$ cat config.mk
export PLATFORM = sky130hd
export DESIGN_NAME = etsu_front
export DESIGN_NICKNAME = d
export VERILOG_FILES = /design/src/hdl/etsu_pkg.sv /design/src/hdl/etsu_front.sv
export SDC_FILE = /design/constraint.sdc
export NUM_CORES = 1
export LEC_CHECK = 0
export BUFFER_PORTS_ARGS = -buffer_cell sky130_fd_sc_hd__buf_4
export CORE_AREA = 2 2 39 41
export DETAILED_ROUTE_END_ITERATION = 8
export DIE_AREA = 0 0 41 43
export GPL_TIMING_DRIVEN = 0
export PLACE_DENSITY = 0.83
export RECOVER_POWER = 25
export SYNTH_ARGS = -nofsm -noshare
export SYNTH_HDL_FRONTEND = slang
export SYNTH_SLANG_ARGS = --single-unit
$ cat constraint.sdc
create_clock -name vclk -period 3
set_input_delay 0 -clock vclk [all_inputs]
set_output_delay 0 -clock vclk [all_outputs]
set_load 0.1 [all_outputs]
$ cat src/hdl/etsu_pkg.sv
// Package of the expression token scanner: payload types, scan modes, token kinds,
// character codes and the fixed-point fraction constants. No dependencies.
package etsu_pkg;

   localparam int LINE_WIDTH    = 16;
   localparam int OFFSET_WIDTH  = 32;
   localparam int FRAC_BITS     = 16;
   localparam int INT_BITS      = 64 - FRAC_BITS;
   localparam int DIGITS_WIDTH  = 17;
   localparam int QUEUE_DEPTH   = 4;
   localparam int TOK_SLOTS     = 3;

   localparam logic [LINE_WIDTH-1:0] LINE_MAX = {LINE_WIDTH{1'b1}};
   localparam logic [INT_BITS-1:0]   INT_MAX  = {INT_BITS{1'b1}};
   localparam logic [15:0]           LEN_MAX  = 16'hFFFF;

   // Reciprocal multipliers for the decimal fraction: floor(d * 2^F / 10^n)
   // equals (d * FRAC_MUL_n) >> FRAC_SHIFT_n for every d below 10^n.
   localparam int FRAC_SHIFT_1 = 7;
   localparam int FRAC_SHIFT_2 = 14;
   localparam int FRAC_SHIFT_3 = 20;
   localparam int FRAC_SHIFT_4 = 27;
   localparam int FRAC_SHIFT_5 = 34;
   localparam int FRAC_MUL_WIDTH = 36;
   localparam logic [FRAC_MUL_WIDTH-1:0] FRAC_MUL_1 =
      FRAC_MUL_WIDTH'(((64'd1 << (FRAC_SHIFT_1 + FRAC_BITS)) + 64'd9) / 64'd10);
   localparam logic [FRAC_MUL_WIDTH-1:0] FRAC_MUL_2 =
      FRAC_MUL_WIDTH'(((64'd1 << (FRAC_SHIFT_2 + FRAC_BITS)) + 64'd99) / 64'd100);
   localparam logic [FRAC_MUL_WIDTH-1:0] FRAC_MUL_3 =
      FRAC_MUL_WIDTH'(((64'd1 << (FRAC_SHIFT_3 + FRAC_BITS)) + 64'd999) / 64'd1000);
   localparam logic [FRAC_MUL_WIDTH-1:0] FRAC_MUL_4 =
      FRAC_MUL_WIDTH'(((64'd1 << (FRAC_SHIFT_4 + FRAC_BITS)) + 64'd9999) / 64'd10000);
   localparam logic [FRAC_MUL_WIDTH-1:0] FRAC_MUL_5 =
      FRAC_MUL_WIDTH'(((64'd1 << (FRAC_SHIFT_5 + FRAC_BITS)) + 64'd99999) / 64'd100000);

   // Token kinds.
   localparam logic [4:0] KIND_END     = 5'd0;
   localparam logic [4:0] KIND_AT      = 5'd1;
   localparam logic [4:0] KIND_LBRACE  = 5'd2;
   localparam logic [4:0] KIND_RBRACE  = 5'd3;
   localparam logic [4:0] KIND_LPAREN  = 5'd4;
   localparam logic [4:0] KIND_RPAREN  = 5'd5;
   localparam logic [4:0] KIND_LBRACK  = 5'd6;
   localparam logic [4:0] KIND_RBRACK  = 5'd7;
   localparam logic [4:0] KIND_CARET   = 5'd8;
   localparam logic [4:0] KIND_ASSIGN  = 5'd9;
   localparam logic [4:0] KIND_COMMA   = 5'd10;
   localparam logic [4:0] KIND_PIPE    = 5'd11;
   localparam logic [4:0] KIND_SEMI    = 5'd12;
   localparam logic [4:0] KIND_DOT     = 5'd13;
   localparam logic [4:0] KIND_DOT_EQ  = 5'd14;
   localparam logic [4:0] KIND_PLUS    = 5'd15;
   localparam logic [4:0] KIND_PLUS_EQ = 5'd16;
   localparam logic [4:0] KIND_INC     = 5'd17;
   localparam logic [4:0] KIND_MINUS   = 5'd18;
   localparam logic [4:0] KIND_MIN_EQ  = 5'd19;
   localparam logic [4:0] KIND_DEC     = 5'd20;
   localparam logic [4:0] KIND_STAR    = 5'd21;
   localparam logic [4:0] KIND_STAR_EQ = 5'd22;
   localparam logic [4:0] KIND_SLASH   = 5'd23;
   localparam logic [4:0] KIND_SLSH_EQ = 5'd24;
   localparam logic [4:0] KIND_STRING  = 5'd25;
   localparam logic [4:0] KIND_NUMBER  = 5'd26;
   localparam logic [4:0] KIND_IDENT   = 5'd27;
   localparam logic [4:0] KIND_UNKNOWN = 5'd28;
   localparam logic [4:0] KIND_NONE    = 5'd0;

   // Character codes.
   localparam logic [7:0] CH_NUL    = 8'h00;
   localparam logic [7:0] CH_TAB    = 8'h09;
   localparam logic [7:0] CH_LF     = 8'h0A;
   localparam logic [7:0] CH_CR     = 8'h0D;
   localparam logic [7:0] CH_SPACE  = 8'h20;
   localparam logic [7:0] CH_QUOTE  = 8'h27;
   localparam logic [7:0] CH_STAR   = 8'h2A;
   localparam logic [7:0] CH_PLUS   = 8'h2B;
   localparam logic [7:0] CH_MINUS  = 8'h2D;
   localparam logic [7:0] CH_DOT    = 8'h2E;
   localparam logic [7:0] CH_SLASH  = 8'h2F;
   localparam logic [7:0] CH_ZERO   = 8'h30;
   localparam logic [7:0] CH_ONE    = 8'h31;
   localparam logic [7:0] CH_EQ     = 8'h3D;
   localparam logic [7:0] CH_UPPER_B = 8'h42;
   localparam logic [7:0] CH_UPPER_X = 8'h58;
   localparam logic [7:0] CH_UNDER  = 8'h5F;
   localparam logic [7:0] CH_LOWER_B = 8'h62;
   localparam logic [7:0] CH_LOWER_X = 8'h78;

   typedef enum logic [4:0] {
      MODE_IDLE, MODE_OP_DOT, MODE_OP_PLUS, MODE_OP_MINUS, MODE_OP_STAR, MODE_OP_SLASH,
      MODE_LINE_COMMENT, MODE_BLOCK, MODE_BLOCK_STAR, MODE_STRING, MODE_IDENT,
      MODE_NUM_LEAD, MODE_DEC_INT, MODE_DEC_DOT, MODE_DEC_FRAC, MODE_BIN, MODE_HEX
   } scan_mode_type;

   typedef struct packed {
      logic       command;
      logic [7:0] char_byte;
   } req_type;

   typedef struct packed {
      logic [4:0]  token_kind;
      logic [15:0] line_number;
      logic [15:0] column_number;
      logic [7:0]  char_value;
      logic [63:0] number_value;
      logic [31:0] text_start;
      logic [15:0] text_length;
      logic        first_on_line;
      logic        last_result;
   } rsp_type;

   // A source byte after classification by the front end.
   typedef struct packed {
      logic       is_end;
      logic [7:0] ch;
      logic       is_space;
      logic       is_digit;
      logic       is_letter;
      logic       is_hex;
      logic [3:0] digit_value;
      logic [4:0] single_kind;
   } cls_item_type;

endpackage

$ cat src/hdl/etsu_front.sv
// Front end of the token scanner: classifies each source byte for the scan engine.
// Depends on etsu_pkg.
module etsu_front
   import etsu_pkg::*;
(
   input  req_type      req_data,
   output cls_item_type cls_item
);

   logic [7:0] c;

   assign c = req_data.char_byte;

   always_comb begin
      cls_item.is_end    = req_data.command || (c == CH_NUL);
      cls_item.ch        = c;
      cls_item.is_space  = (c == CH_SPACE) || (c == CH_TAB) || (c == CH_CR) || (c == CH_LF);
      cls_item.is_digit  = (c inside {[8'h30:8'h39]});
      cls_item.is_letter = (c inside {[8'h41:8'h5A], [8'h61:8'h7A]});
      cls_item.is_hex    = 1'b1;
      cls_item.digit_value = 4'd0;
      if (c inside {[8'h30:8'h39]}) begin
         cls_item.digit_value = 4'(c - CH_ZERO);
      end else if (c inside {[8'h61:8'h66]}) begin
         cls_item.digit_value = 4'(c - 8'h57);
      end else if (c inside {[8'h41:8'h46]}) begin
         cls_item.digit_value = 4'(c - 8'h37);
      end else begin
         cls_item.is_hex = 1'b0;
      end
      case (c)
         8'h40:   cls_item.single_kind = KIND_AT;
         8'h7B:   cls_item.single_kind = KIND_LBRACE;
         8'h7D:   cls_item.single_kind = KIND_RBRACE;
         8'h28:   cls_item.single_kind = KIND_LPAREN;
         8'h29:   cls_item.single_kind = KIND_RPAREN;
         8'h5B:   cls_item.single_kind = KIND_LBRACK;
         8'h5D:   cls_item.single_kind = KIND_RBRACK;
         8'h5E:   cls_item.single_kind = KIND_CARET;
         8'h3D:   cls_item.single_kind = KIND_ASSIGN;
         8'h2C:   cls_item.single_kind = KIND_COMMA;
         8'h7C:   cls_item.single_kind = KIND_PIPE;
         8'h3B:   cls_item.single_kind = KIND_SEMI;
         default: cls_item.single_kind = KIND_NONE;
      endcase
   end

endmodule

Word-level counts from Yosys, hierarchy flattened

Index checks and enable logic that the tools add are counted.

Add/subtract/negate cells: 3
Equality and inequality tests: 16
Magnitude comparators: 8
Mux-type cells: 7
Reduce and logical (&&, ||, !) cells: 11

Operators with widths:

| operator            | count |
|---|---|
| $eq 8x7->1 const B  | 7 |
| $eq 8x6->1 const B  | 6 |
| $pmux 4 s12         | 1 |
| $le 8x7->1 const B  | 4 |
| $eq 8x4->1 const B  | 3 |
| $ge 8x7->1 const B  | 2 |
| $mux 4              | 3 |
| $ge 8x6->1 const B  | 1 |
| $le 8x6->1 const B  | 1 |
| $logic_not 8->1     | 1 |
| $sub 4x3->4 const B | 2 |
| $logic_and 1x1->1   | 5 |
| $logic_or 1x1->1    | 4 |
| $sub 4x1->4 const B | 1 |
| $mux 1              | 3 |
| $reduce_bool 2->1   | 1 |

Logic and storage cells: 45
Input bits: 9
Flip-flop bits (word level): 0
Output and inout bits: 22

Logic depth before layout (Yosys ltp)

Word-level depth: 5
Mapped depth: 6
Gate-level depth less buffers: 6

Least setup slack after synthesis

No wires, ideal clock.

Path kind: input-to-output
Start point: in req_data[0] (netlist bit)
End point: out cls_item[10] (netlist bit)
Stages on the path: 5
Arrival: 3.670 ns
Setup slack: -0.670 ns
Cell sequence: inv_1 ha_1 or4b_1 nor2_1 nor4b_1

RTL lines:

| item               | RTL line        | text |
|---|---|---|
| start: declaration | etsu_front.sv:6 | `input req_type req_data,` |
| end: declaration   | etsu_front.sv:7 | `output cls_item_type cls_item` |

==> results_dict.tcl <==
set metrics [dict create \
    status "finished, final reports clean" \
    finalCritPeriodShare_pct 68.00 \
    fin_crit_ns 2.040 \
    fillers 155 \
    drtIter0Drc 34 \
    hold_depth 3 \
    syn_inst 95 \
    worstMarginPinSlew_ns 1.168 \
    fmax_mhz 490.2 \
    yosys_warnings 0 \
    core_sq_um 1384 \
    worst-path-buf-inv 3 \
    worst-path-max-fanout 7 \
    crit_family "compound AO/OA/AOI/OAI gates" \
    hp-start "req_data[6]" \
    cts_hold_buf 0 \
    drive_gt1_share_pct 35.48 \
    die_h_um 43 \
    peakVddDrop_mv 0.1468 \
    setup_viol 0 \
    worstPathArrival_ns 2.04 \
    hold_viol 0 \
    regArea_sq_um 0 \
    routed_via_density 5.593 \
    avgSynthCellArea_sq_um 6.783 \
    power_density_nw_per_um2 233.3 \
    synth_top_area_cell "buf_4" \
    crit_top_cell "buf_4" \
    nClkBuffers 0 \
    slew_headroom_pct 22.44 \
    routed_wl_mm 1.766 \
    cp_cell_sequence "buf_4, inv_1, ha_1, or4b_1, o31a_1, a211oi_2, nor3_4, buf_4" \
    grt_pass1_vias 692 \
    post_cts_buffers 0 \
    grt_pass1_wl_mm 2.953 \
    critPathCaptureType "primary output" \
    tns_ns 0 \
    cts-resized-gates 0 \
    top_level_ports 31 \
    rsz0062_at_grt "false" \
    synth_top_area_share_pct 10.49 \
    antenna_found_initial 0 \
    syn_nets 108 \
    dp_hpwl_mm 1.369 \
    critPathKind "in2out" \
    seq_cells 0 \
    die_w_um 41 \
    stdcell_count 140 \
    leakagePower_nw 0.3937 \
    multi_input_area_sq_um 538.0 \
    max_stage_delay_ns 0.53 \
    grt_use_total_pct 22.32 \
    syn2layout_area_growth_pct 35.92 \
    grt_overflow 0 \
    cap_violations 0 \
    port_buffers 29 \
    worstHoldEndpoint "cls_item[11]" \
    hp-class "in2out" \
    nets 139 \
    wire_per_inst_um 12.61 \
    initial_core_util_pct 46.56 \
    synthDistinctLibCells 44 \
    num_antenna_cells 0 \
    drc 0 \
    critPathLaunchType "input port" \
    dr.pass1.iters 4 \
    crit_slowest_cell "or4b_1" \
    dp.cells 140 \
    startpoint "req_data[0]" \
    gp_congestion 0.8844 \
    synth_area_leaders "buf_4, nand2_1, ha_1" \
    die-area_sq_um 1763 \
    syn-cell-area_sq_um 644.4 \
    synth_common_cells "nand2_1, buf_4, nor2_1" \
    maxSlewViolCount 0 \
    synth_most_common_cell "nand2_1" \
    num_vias 783 \
    grt_max_degree 11 \
    holdWs_ns 0.3920 \
    num_rows 14 \
    seq_area_frac_synth_pct 0 \
    cp.required_ns 3.00 \
    drtAntennaViolNets 0 \
]
==> power breakdown <==
group	internal (mW)	switching [mW]
combinational	0.0521	0.152
clock	0	0
sequential	0	0
total	0.0521	0.152
==> logic make-up after synthesis <==
group                      Yosys count  share of synthesized area (%)
buffers and inverters               20                          18.44
AOI/OAI and AO/OA                   27                          36.31
other                                1                         0.5820
and+or+nand+nor                     41                          33.98
adders and majority gates            4                          7.767
muxes                                1                          1.553
xor gates and xnor gates             1                          1.359
==> through the flow <==
stage               utilization [%]  setup slack [ns]  total power, mW  area (sq um)
global placement              64.65            0.9603           0.2050         894.6
global route                  63.29            0.8541           0.2143         875.8
finish                        63.29            0.9600           0.2043         875.8
CTS                           64.65            0.9523           0.2075         894.6
detailed placement            64.65            0.9583           0.2071         894.6
floorplan                         -           0.02355           0.1626         656.9
==> worst max path at each step <==
stage / endpoint / slack [ns] / depth (start not counted)
floorplan: cls_item[7] / 0.02 / 6
global placement: cls_item[7] / 0.96 / 8
detailed placement: cls_item[7] / 0.96 / 8
CTS: cls_item[7] / 0.95 / 8
global route: cls_item[9] / 0.85 / 8
finish: cls_item[7] / 0.96 / 8
==> tightest hold or removal path, cell delays in order <==
cell,delay [ns]
buf_4,0.11
a2111oi_4,0.05
buf_4,0.23
==> area by class of cell <==
type,instances,share of cell area [%]
multi-input cells,75,61.43
plain buffers,16,11.86
repair buffers,29,22.71
well taps,16,2.286
inverters,4,1.714
==> routing by layer <==
metal,GRT usage (%),part of all wire (%),vias up
li1,-,-,390
met1,32.17,43,362
met2,37.50,50,31
met3,0.5236,6.6,0
met4,0.6667,0,0
met5,0,0,-
==> cell usage in the layout, fill, tap and decap left out, drive strengths merged, types with 2 or more instances in the layout <==
cell,Yosys,layout
nor4,2,2
a21oi,3,3
clkbuf,4,9
nand2,15,15
inv,4,4
o21ai,4,4
nor2,9,9
buf,12,36
nor2b,2,2
a211oi,3,3
o21bai,2,2
nand2b,3,3
o32ai,2,2
nand3b,2,2
ha,4,4
or4b,2,2
Note: power is estimated with default switching activity, not from simulation.
