`config.mk`:
```
export PLATFORM = sky130hd
export DESIGN_NAME = etsu_queue
export DESIGN_NICKNAME = d
export VERILOG_FILES = /design/src/hdl/etsu_pkg.sv /design/src/hdl/etsu_queue.sv
export SDC_FILE = /design/constraint.sdc
export NUM_CORES = 1
export LEC_CHECK = 0
export ABC_AREA = 1
export BUFFER_PORTS_ARGS = -buffer_cell sky130_fd_sc_hd__buf_2
export CORE_ASPECT_RATIO = 0.7
export CORE_UTILIZATION = 45
export CTS_BUF_LIST = sky130_fd_sc_hd__clkbuf_4 sky130_fd_sc_hd__clkbuf_8 sky130_fd_sc_hd__clkbuf_16
export DETAILED_ROUTE_END_ITERATION = 12
export PLACE_DENSITY = 0.73
export SLEW_MARGIN = 10
export SYNTH_ARGS = -nofsm -noshare
export SYNTH_HDL_FRONTEND = slang
export SYNTH_SLANG_ARGS = --single-unit
```
`constraint.sdc`:
```
create_clock -name clock -period 2.23 [get_ports clock]
set_input_delay 0.446 -clock clock [delete_from_list [all_inputs] [get_ports clock]]
set_output_delay 0.446 -clock clock [all_outputs]
set_load 0.05 [all_outputs]
```
`src/hdl/etsu_pkg.sv`:
```
// Package of the expression token scanner: payload types, scan modes, token kinds,
// character codes and the fixed-point fraction constants. No dependencies.
package etsu_pkg;

   localparam int LINE_WIDTH    = 16;
   localparam int OFFSET_WIDTH  = 32;
   localparam int FRAC_BITS     = 16;
   localparam int INT_BITS      = 64 - FRAC_BITS;
   localparam int DIGITS_WIDTH  = 17;
   localparam int QUEUE_DEPTH   = 4;
   localparam int TOK_SLOTS     = 3;

   localparam logic [LINE_WIDTH-1:0] LINE_MAX = {LINE_WIDTH{1'b1}};
   localparam logic [INT_BITS-1:0]   INT_MAX  = {INT_BITS{1'b1}};
   localparam logic [15:0]           LEN_MAX  = 16'hFFFF;

   // Reciprocal multipliers for the decimal fraction: floor(d * 2^F / 10^n)
   // equals (d * FRAC_MUL_n) >> FRAC_SHIFT_n for every d below 10^n.
   localparam int FRAC_SHIFT_1 = 7;
   localparam int FRAC_SHIFT_2 = 14;
   localparam int FRAC_SHIFT_3 = 20;
   localparam int FRAC_SHIFT_4 = 27;
   localparam int FRAC_SHIFT_5 = 34;
   localparam int FRAC_MUL_WIDTH = 36;
   localparam logic [FRAC_MUL_WIDTH-1:0] FRAC_MUL_1 =
      FRAC_MUL_WIDTH'(((64'd1 << (FRAC_SHIFT_1 + FRAC_BITS)) + 64'd9) / 64'd10);
   localparam logic [FRAC_MUL_WIDTH-1:0] FRAC_MUL_2 =
      FRAC_MUL_WIDTH'(((64'd1 << (FRAC_SHIFT_2 + FRAC_BITS)) + 64'd99) / 64'd100);
   localparam logic [FRAC_MUL_WIDTH-1:0] FRAC_MUL_3 =
      FRAC_MUL_WIDTH'(((64'd1 << (FRAC_SHIFT_3 + FRAC_BITS)) + 64'd999) / 64'd1000);
   localparam logic [FRAC_MUL_WIDTH-1:0] FRAC_MUL_4 =
      FRAC_MUL_WIDTH'(((64'd1 << (FRAC_SHIFT_4 + FRAC_BITS)) + 64'd9999) / 64'd10000);
   localparam logic [FRAC_MUL_WIDTH-1:0] FRAC_MUL_5 =
      FRAC_MUL_WIDTH'(((64'd1 << (FRAC_SHIFT_5 + FRAC_BITS)) + 64'd99999) / 64'd100000);

   // Token kinds.
   localparam logic [4:0] KIND_END     = 5'd0;
   localparam logic [4:0] KIND_AT      = 5'd1;
   localparam logic [4:0] KIND_LBRACE  = 5'd2;
   localparam logic [4:0] KIND_RBRACE  = 5'd3;
   localparam logic [4:0] KIND_LPAREN  = 5'd4;
   localparam logic [4:0] KIND_RPAREN  = 5'd5;
   localparam logic [4:0] KIND_LBRACK  = 5'd6;
   localparam logic [4:0] KIND_RBRACK  = 5'd7;
   localparam logic [4:0] KIND_CARET   = 5'd8;
   localparam logic [4:0] KIND_ASSIGN  = 5'd9;
   localparam logic [4:0] KIND_COMMA   = 5'd10;
   localparam logic [4:0] KIND_PIPE    = 5'd11;
   localparam logic [4:0] KIND_SEMI    = 5'd12;
   localparam logic [4:0] KIND_DOT     = 5'd13;
   localparam logic [4:0] KIND_DOT_EQ  = 5'd14;
   localparam logic [4:0] KIND_PLUS    = 5'd15;
   localparam logic [4:0] KIND_PLUS_EQ = 5'd16;
   localparam logic [4:0] KIND_INC     = 5'd17;
   localparam logic [4:0] KIND_MINUS   = 5'd18;
   localparam logic [4:0] KIND_MIN_EQ  = 5'd19;
   localparam logic [4:0] KIND_DEC     = 5'd20;
   localparam logic [4:0] KIND_STAR    = 5'd21;
   localparam logic [4:0] KIND_STAR_EQ = 5'd22;
   localparam logic [4:0] KIND_SLASH   = 5'd23;
   localparam logic [4:0] KIND_SLSH_EQ = 5'd24;
   localparam logic [4:0] KIND_STRING  = 5'd25;
   localparam logic [4:0] KIND_NUMBER  = 5'd26;
   localparam logic [4:0] KIND_IDENT   = 5'd27;
   localparam logic [4:0] KIND_UNKNOWN = 5'd28;
   localparam logic [4:0] KIND_NONE    = 5'd0;

   // Character codes.
   localparam logic [7:0] CH_NUL    = 8'h00;
   localparam logic [7:0] CH_TAB    = 8'h09;
   localparam logic [7:0] CH_LF     = 8'h0A;
   localparam logic [7:0] CH_CR     = 8'h0D;
   localparam logic [7:0] CH_SPACE  = 8'h20;
   localparam logic [7:0] CH_QUOTE  = 8'h27;
   localparam logic [7:0] CH_STAR   = 8'h2A;
   localparam logic [7:0] CH_PLUS   = 8'h2B;
   localparam logic [7:0] CH_MINUS  = 8'h2D;
   localparam logic [7:0] CH_DOT    = 8'h2E;
   localparam logic [7:0] CH_SLASH  = 8'h2F;
   localparam logic [7:0] CH_ZERO   = 8'h30;
   localparam logic [7:0] CH_ONE    = 8'h31;
   localparam logic [7:0] CH_EQ     = 8'h3D;
   localparam logic [7:0] CH_UPPER_B = 8'h42;
   localparam logic [7:0] CH_UPPER_X = 8'h58;
   localparam logic [7:0] CH_UNDER  = 8'h5F;
   localparam logic [7:0] CH_LOWER_B = 8'h62;
   localparam logic [7:0] CH_LOWER_X = 8'h78;

   typedef enum logic [4:0] {
      MODE_IDLE, MODE_OP_DOT, MODE_OP_PLUS, MODE_OP_MINUS, MODE_OP_STAR, MODE_OP_SLASH,
      MODE_LINE_COMMENT, MODE_BLOCK, MODE_BLOCK_STAR, MODE_STRING, MODE_IDENT,
      MODE_NUM_LEAD, MODE_DEC_INT, MODE_DEC_DOT, MODE_DEC_FRAC, MODE_BIN, MODE_HEX
   } scan_mode_type;

   typedef struct packed {
      logic       command;
      logic [7:0] char_byte;
   } req_type;

   typedef struct packed {
      logic [4:0]  token_kind;
      logic [15:0] line_number;
      logic [15:0] column_number;
      logic [7:0]  char_value;
      logic [63:0] number_value;
      logic [31:0] text_start;
      logic [15:0] text_length;
      logic        first_on_line;
      logic        last_result;
   } rsp_type;

   // A source byte after classification by the front end.
   typedef struct packed {
      logic       is_end;
      logic [7:0] ch;
      logic       is_space;
      logic       is_digit;
      logic       is_letter;
      logic       is_hex;
      logic [3:0] digit_value;
      logic [4:0] single_kind;
   } cls_item_type;

endpackage

```
`src/hdl/etsu_queue.sv`:
```
// Short queue of classified bytes between the front end and the scan engine.
// Depends on etsu_pkg.
module etsu_queue
   import etsu_pkg::*;
(
   input  logic         clock,
   input  logic         reset,
   input  logic         push,
   input  cls_item_type push_item,
   output logic         full,
   input  logic         pop,
   output cls_item_type pop_item,
   output logic         empty
);

   localparam int PTR_W = $clog2(QUEUE_DEPTH);

   cls_item_type           mem_ff [QUEUE_DEPTH];
   logic [PTR_W-1:0]       wr_ptr_ff, wr_ptr_in;
   logic [PTR_W-1:0]       rd_ptr_ff, rd_ptr_in;
   logic [PTR_W:0]         count_ff, count_in;
   logic                   do_push, do_pop;

   assign full     = (count_ff == (PTR_W+1)'(QUEUE_DEPTH));
   assign empty    = (count_ff == '0);
   assign do_push  = push && !full;
   assign do_pop   = pop && !empty;
   assign pop_item = mem_ff[rd_ptr_ff];

   always_comb begin
      wr_ptr_in = do_push ? PTR_W'(wr_ptr_ff + 1'b1) : wr_ptr_ff;
      rd_ptr_in = do_pop ? PTR_W'(rd_ptr_ff + 1'b1) : rd_ptr_ff;
      count_in  = count_ff;
      if (do_push && !do_pop) begin
         count_in = (PTR_W+1)'(count_ff + 1'b1);
      end else if (do_pop && !do_push) begin
         count_in = (PTR_W+1)'(count_ff - 1'b1);
      end
   end

   always_ff @(posedge clock) begin
      if (reset) begin
         wr_ptr_ff <= '0;
         rd_ptr_ff <= '0;
         count_ff  <= '0;
      end else begin
         wr_ptr_ff <= wr_ptr_in;
         rd_ptr_ff <= rd_ptr_in;
         count_ff  <= count_in;
      end
   end

   always_ff @(posedge clock) begin
      if (do_push) begin
         mem_ff[wr_ptr_ff] <= push_item;
      end
   end

endmodule

```
**Word-level counts from Yosys, hierarchy flattened**

Memories as Yosys holds them, arrays and structs flattened. A register that Yosys moved wholly into a read port is not among the register bits.
Index checks and enable logic that the tools add are counted.

- Add/sub/neg operators: 4
- Equality and inequality tests: 1
- Mux-type cells: 6
- Reduce and logical (&&, ||, !) cells: 10

Operators by type and width:

| operator | number |
|---|---|
| 3-bit two-way mux | 2 |
| 2-bit by 1-bit adder with 2-bit output, second input constant | 2 |
| 1-bit logical AND | 4 |
| 1-bit logical NOT | 4 |
| 2-bit two-way mux | 2 |
| 3-bit by 1-bit adder with 3-bit output, second input constant | 1 |
| 3-bit == test, second input constant | 1 |
| 3-bit logical NOT | 1 |
| 3-bit by 1-bit subtractor with 3-bit output, second input constant | 1 |
| 1-bit two-way mux | 2 |
| 2-bit nonzero test | 1 |

- Register bits: 7
- RAM bits: 88
- Input port bits: 26
- Output and inout port bits: 24
- Memories kept: 1

Memories:

| memory | words | bits a word | rd ports | clocked after memory_dff | wr ports | line | text |
|---|---|---|---|---|---|---|---|
| mem_ff | 4 | 22 | 1 | 1 | 1 | etsu_queue.sv:18 | `cls_item_type mem_ff [QUEUE_DEPTH];` |

**Logic depth before layout (Yosys ltp)**

- Word-level depth: 7
- Mapped depth: 13
- Mapped depth without buffers: 13

**Worst setup path before layout**

No wires, ideal clock.

- Path kind: register to register
- Start: reg count_ff[0]
- End: mem mem_ff[0][0] in the netlist's numbering, enable pin
- Setup time: 0.401 ns
- Arrival: 1.577 ns
- Setup slack: 0.253 ns
- Stages on the path, launching flop included: 5
- Buffers on the path: 0
- Clock period less this slack: 1.977 ns
- Cells stage by stage: dfxtp_1 -> nor2_4 -> nand2_2 -> nand2_2 -> nor2_1

- Word-level cells in the longest chain between the ends: 5

RTL lines:

| what | line | text |
|---|---|---|
| from (decl) | etsu_queue.sv:21 | `logic [PTR_W:0] count_ff, count_in;` |
| from (signal assigned) | etsu_queue.sv:49 | `count_ff <= count_in;` |
| 3-bit == test | etsu_queue.sv:24 | `assign full = (count_ff == (PTR_W+1)'(QUEUE_DEPTH));` |
| 1-bit logical NOT | etsu_queue.sv:26 | `assign do_push = push && !full;` |
| 1-bit logical AND | etsu_queue.sv:26 |  |
| 1-bit two-way mux | etsu_queue.sv:54 | `if (do_push) begin` |
| 1-bit two-way mux (implied by the code) | etsu_queue.sv:55 | `mem_ff[wr_ptr_ff] <= push_item;` |
| to (decl) | etsu_queue.sv:18 |  |

No other way between the ends.

==> results.toml <==
[floorplan]
fp.dieW_um = 111.8
start_util_pct = 47.46
die_y_um = 78.88
core_mm2 = 0.008006
io_pins = 50
fp-row-count = 27
die_area_mm2 = 0.008821

[yosys]
yosysSeqAreaShare_pct = 74.28
avgSynthCellArea_um2 = 13.43
syn_nets = 315
yosys.area_share.simple_pct = 8.396
synth_compound_area_share_pct = 9.944
synth_cells = 283
synthMuxAreaShare_pct = 0
synth_top_family_by_area = "compound AO/OA/AOI/OAI gates"
ys_warn_count = 0
ys_ff_latch = 97
synth_cell_types = 21
syn-cell-area_mm2 = 0.003800
yosys.area_share.adder_pct = 2.173
synthXorXnorAreaFrac_pct = 0.2305

[global_route]
grt_overflow = 0
grt_use_met3_pct = 5.954
grt_pass1_vias = 2174
use_met1_pct = 20.50
antenna_found_initial = 0
grt_usage_pct = 16.44
grt_use_met2_pct = 25.47
grt.busiest_layer = "met2"
grt_pass1_wl_mm = 10.65
grt_max_degree = 45

[cts]
cts.sink_count = 97
numCtsBuffers = 9
clk_path_buf_depth = 2
htreeDepth = 3
root_buffer = "clkbuf_16"
clk_pin_slew_worst_paths_ns = 0.07
cts_tree = "built"
clkLatencyLatePin_ns = 0.34

[pwr]
p_sw_share_pct = 39.17
pwr-share-comb_pct = 33.7
p_per_area_mw_per_mm2 = 1286
cellLeakagePower_uw = 0.001631
intPower_uw = 3458
ir_worst_vdd_uv = 572.2
switchingPower_uw = 2227
seqPwrFrac_pct = 40.7
p_clk_share_pct = 25.5

[sta]
setup_viol = 0
final-max-slew-violation-count = 0
finClkSkew_ns = 0.007579
fin_tns_setup_ns = 0
slew_headroom_pct = 73.34
max_freq_mhz = 475.4
period_needed_ns = 2.103
rsz0062_at_grt = "false"
worst_hold_slack_ns = 0.3130
hold_viol_final = 0
finalCritPeriodShare_pct = 94.32
max_slew.worst_pin.slew_ns = 0.3993

[critical_path]
rrSetupSlack_ns = 0.34
arrival_ns = 1.66
reg2reg_from = "count_ff[1]$_SDFFE_PP0P_"
end_kind = "output pin"
r2r_end = "count_ff[2]$_SDFFE_PP0P_"
path_cells = "buf_6, o21ai_0, o22ai_1, buf_2"
worst-setup-path-type = "reg2out"
slowest_delay_ns = 0.47
cp_slowest_cell = "dfxtp_2"
startpoint_type = "register"
rr_worst_depth = 13
cp.required_ns = 1.78
cp_max_fo = 22

[drt]
drtPass1Iterations = 10
drt_iter0_drc = 156
vias_per_cell = 5.101
drtAntennaViolNets = 0
drt-total-wl_mm = 6.692
wl_per_cell_um = 15.07
num_vias = 2265
drc_errors = 4

[hold_path]
hold_path.class = "in2reg"
hold_start = "push_item[13]"
min_to = "mem_ff[3][13]$_DFFE_PP_"
hold_path_depth = 1

[layout]
most-common-layout-cells = "88 x edfxtp_1, 53 x nor2_1, 48 x buf_2"
fin_nets = 370
final_layout_size_suffix_gt1_share_pct = 25.07
num_antenna_cells = 0
layout_commonest_cell = "edfxtp_1"
seq_area_mm2 = 0.002824
final-instance-count-excl-fill = 444
synthToLayoutAreaGrowth_pct = 16.36
multi_input_area_um2 = 798.3
nFillCells = 675

[outcome]
violations = "design-rule violations"
outcome = "finished, violations left"

[flow_run]
drv_cap = 0

[placed_design]
post-place-cells = 428
hpwl_mm = 4.135
place_congestion = 0.7153
port_buffers = 49
==> how the worst max path moves through the flow <==
stage | from | end | slack, ns | cells past startpoint
floorplan | count_ff[0]$_SDFFE_PP0P_ | mem_ff[0][0]$_DFFE_PP_ | 0.25 | 4
detailed placement | count_ff[0]$_SDFFE_PP0P_ | count_ff[2]$_SDFFE_PP0P_ | 0.33 | 13
global placement | count_ff[0]$_SDFFE_PP0P_ | count_ff[2]$_SDFFE_PP0P_ | 0.41 | 13
finish | register | pop_item[15] | 0.13 | 4
global route | register | pop_item[18] | 0.02 | 4
CTS | register | pop_item[15] | 0.04 | 4
==> kinds of logic after synthesis <==
family | count (synthesis)
fa+ha+maj | 6
flops | 97
xor+xnor | 1
compound gates | 70
simple gates | 78
buf+inv | 31
==> per-layer routing <==
metal	part of all wire [%]	wire, µm
met2	45	3043
met4	1.5	102
met3	7.1	473
met5	0	0
met1	46	3073
==> critical path, delay by kind of cell, from the launching register on <==
kind	cells	cell delay (ns)
compound gates	2	0.31
flops	1	0.47
buf+inv	2	0.54
==> power by group through the flow <==
| stage | Sequential, µW | Clock [µW] | Combinational (µW) |
|---|---|---|---|
| global route | 2330 | 1550 | 2070 |
| CTS | 2320 | 1490 | 1920 |
| floorplan | 2320 | 0 | 1560 |
| finish | 2320 | 1450 | 1920 |
| detailed placement | 2350 | 0 | 1910 |
| global placement | 2350 | 0 | 1890 |
==> timing repair <==
| action | CTS | global route |
|---|---|---|
| buffers inserted | 0 | 0 |
| gates resized for setup | 0 | 2 |
| hold buffers | 0 | 0 |
| setup endpoints to repair | 0 | 7 |
==> flip-flops by register name (all words and copies together) (netlist names), named ones only <==
register	flops
count_ff	3
wr_ptr_ff	2
mem_ff	88
rd_ptr_ff	2
==> Yosys cell counts, drive strengths merged <==
| cell | number | area share (%) |
|---|---|---|
| edfxtp | 88 | 70 |
| nor2 | 58 | 5.9 |
| o21ai | 45 | 5.9 |
| o22ai | 22 | 3.6 |
| inv | 18 | 2.0 |
| nand2 | 15 | 1.7 |
| buf | 13 | 3.0 |
| dfxtp | 9 | 4.7 |
| ha | 5 | 1.6 |
| nand3 | 4 | 0.53 |
| a21oi | 3 | 0.40 |
| fa | 1 | 0.53 |
| nand3b | 1 | 0.20 |
| xor2 | 1 | 0.23 |
==> area by class of cell <==
type	count	share of cell area [%]
clock inverter	7	1.387
sequential	97	63.87
tap	101	2.858
multi-input combinational	155	18.05
clock buffer	9	5.093
inverter	18	1.698
timing repair buffer	57	7.046
==> stage by stage <==
stage | total power (µW) | setup WS [ns] | area [µm²] | util, %
floorplan | 3882 | 0.2527 | 3800 | -
detailed placement | 4269 | 0.3284 | 4129 | 51.57
global route | 5959 | 0.01890 | 4422 | 55.23
CTS | 5728 | 0.04243 | 4415 | 55.15
finish | 5684 | 0.1266 | 4422 | 55.23
global placement | 4240 | 0.4125 | 4129 | 51.57
(Power assumes the default switching activity.)
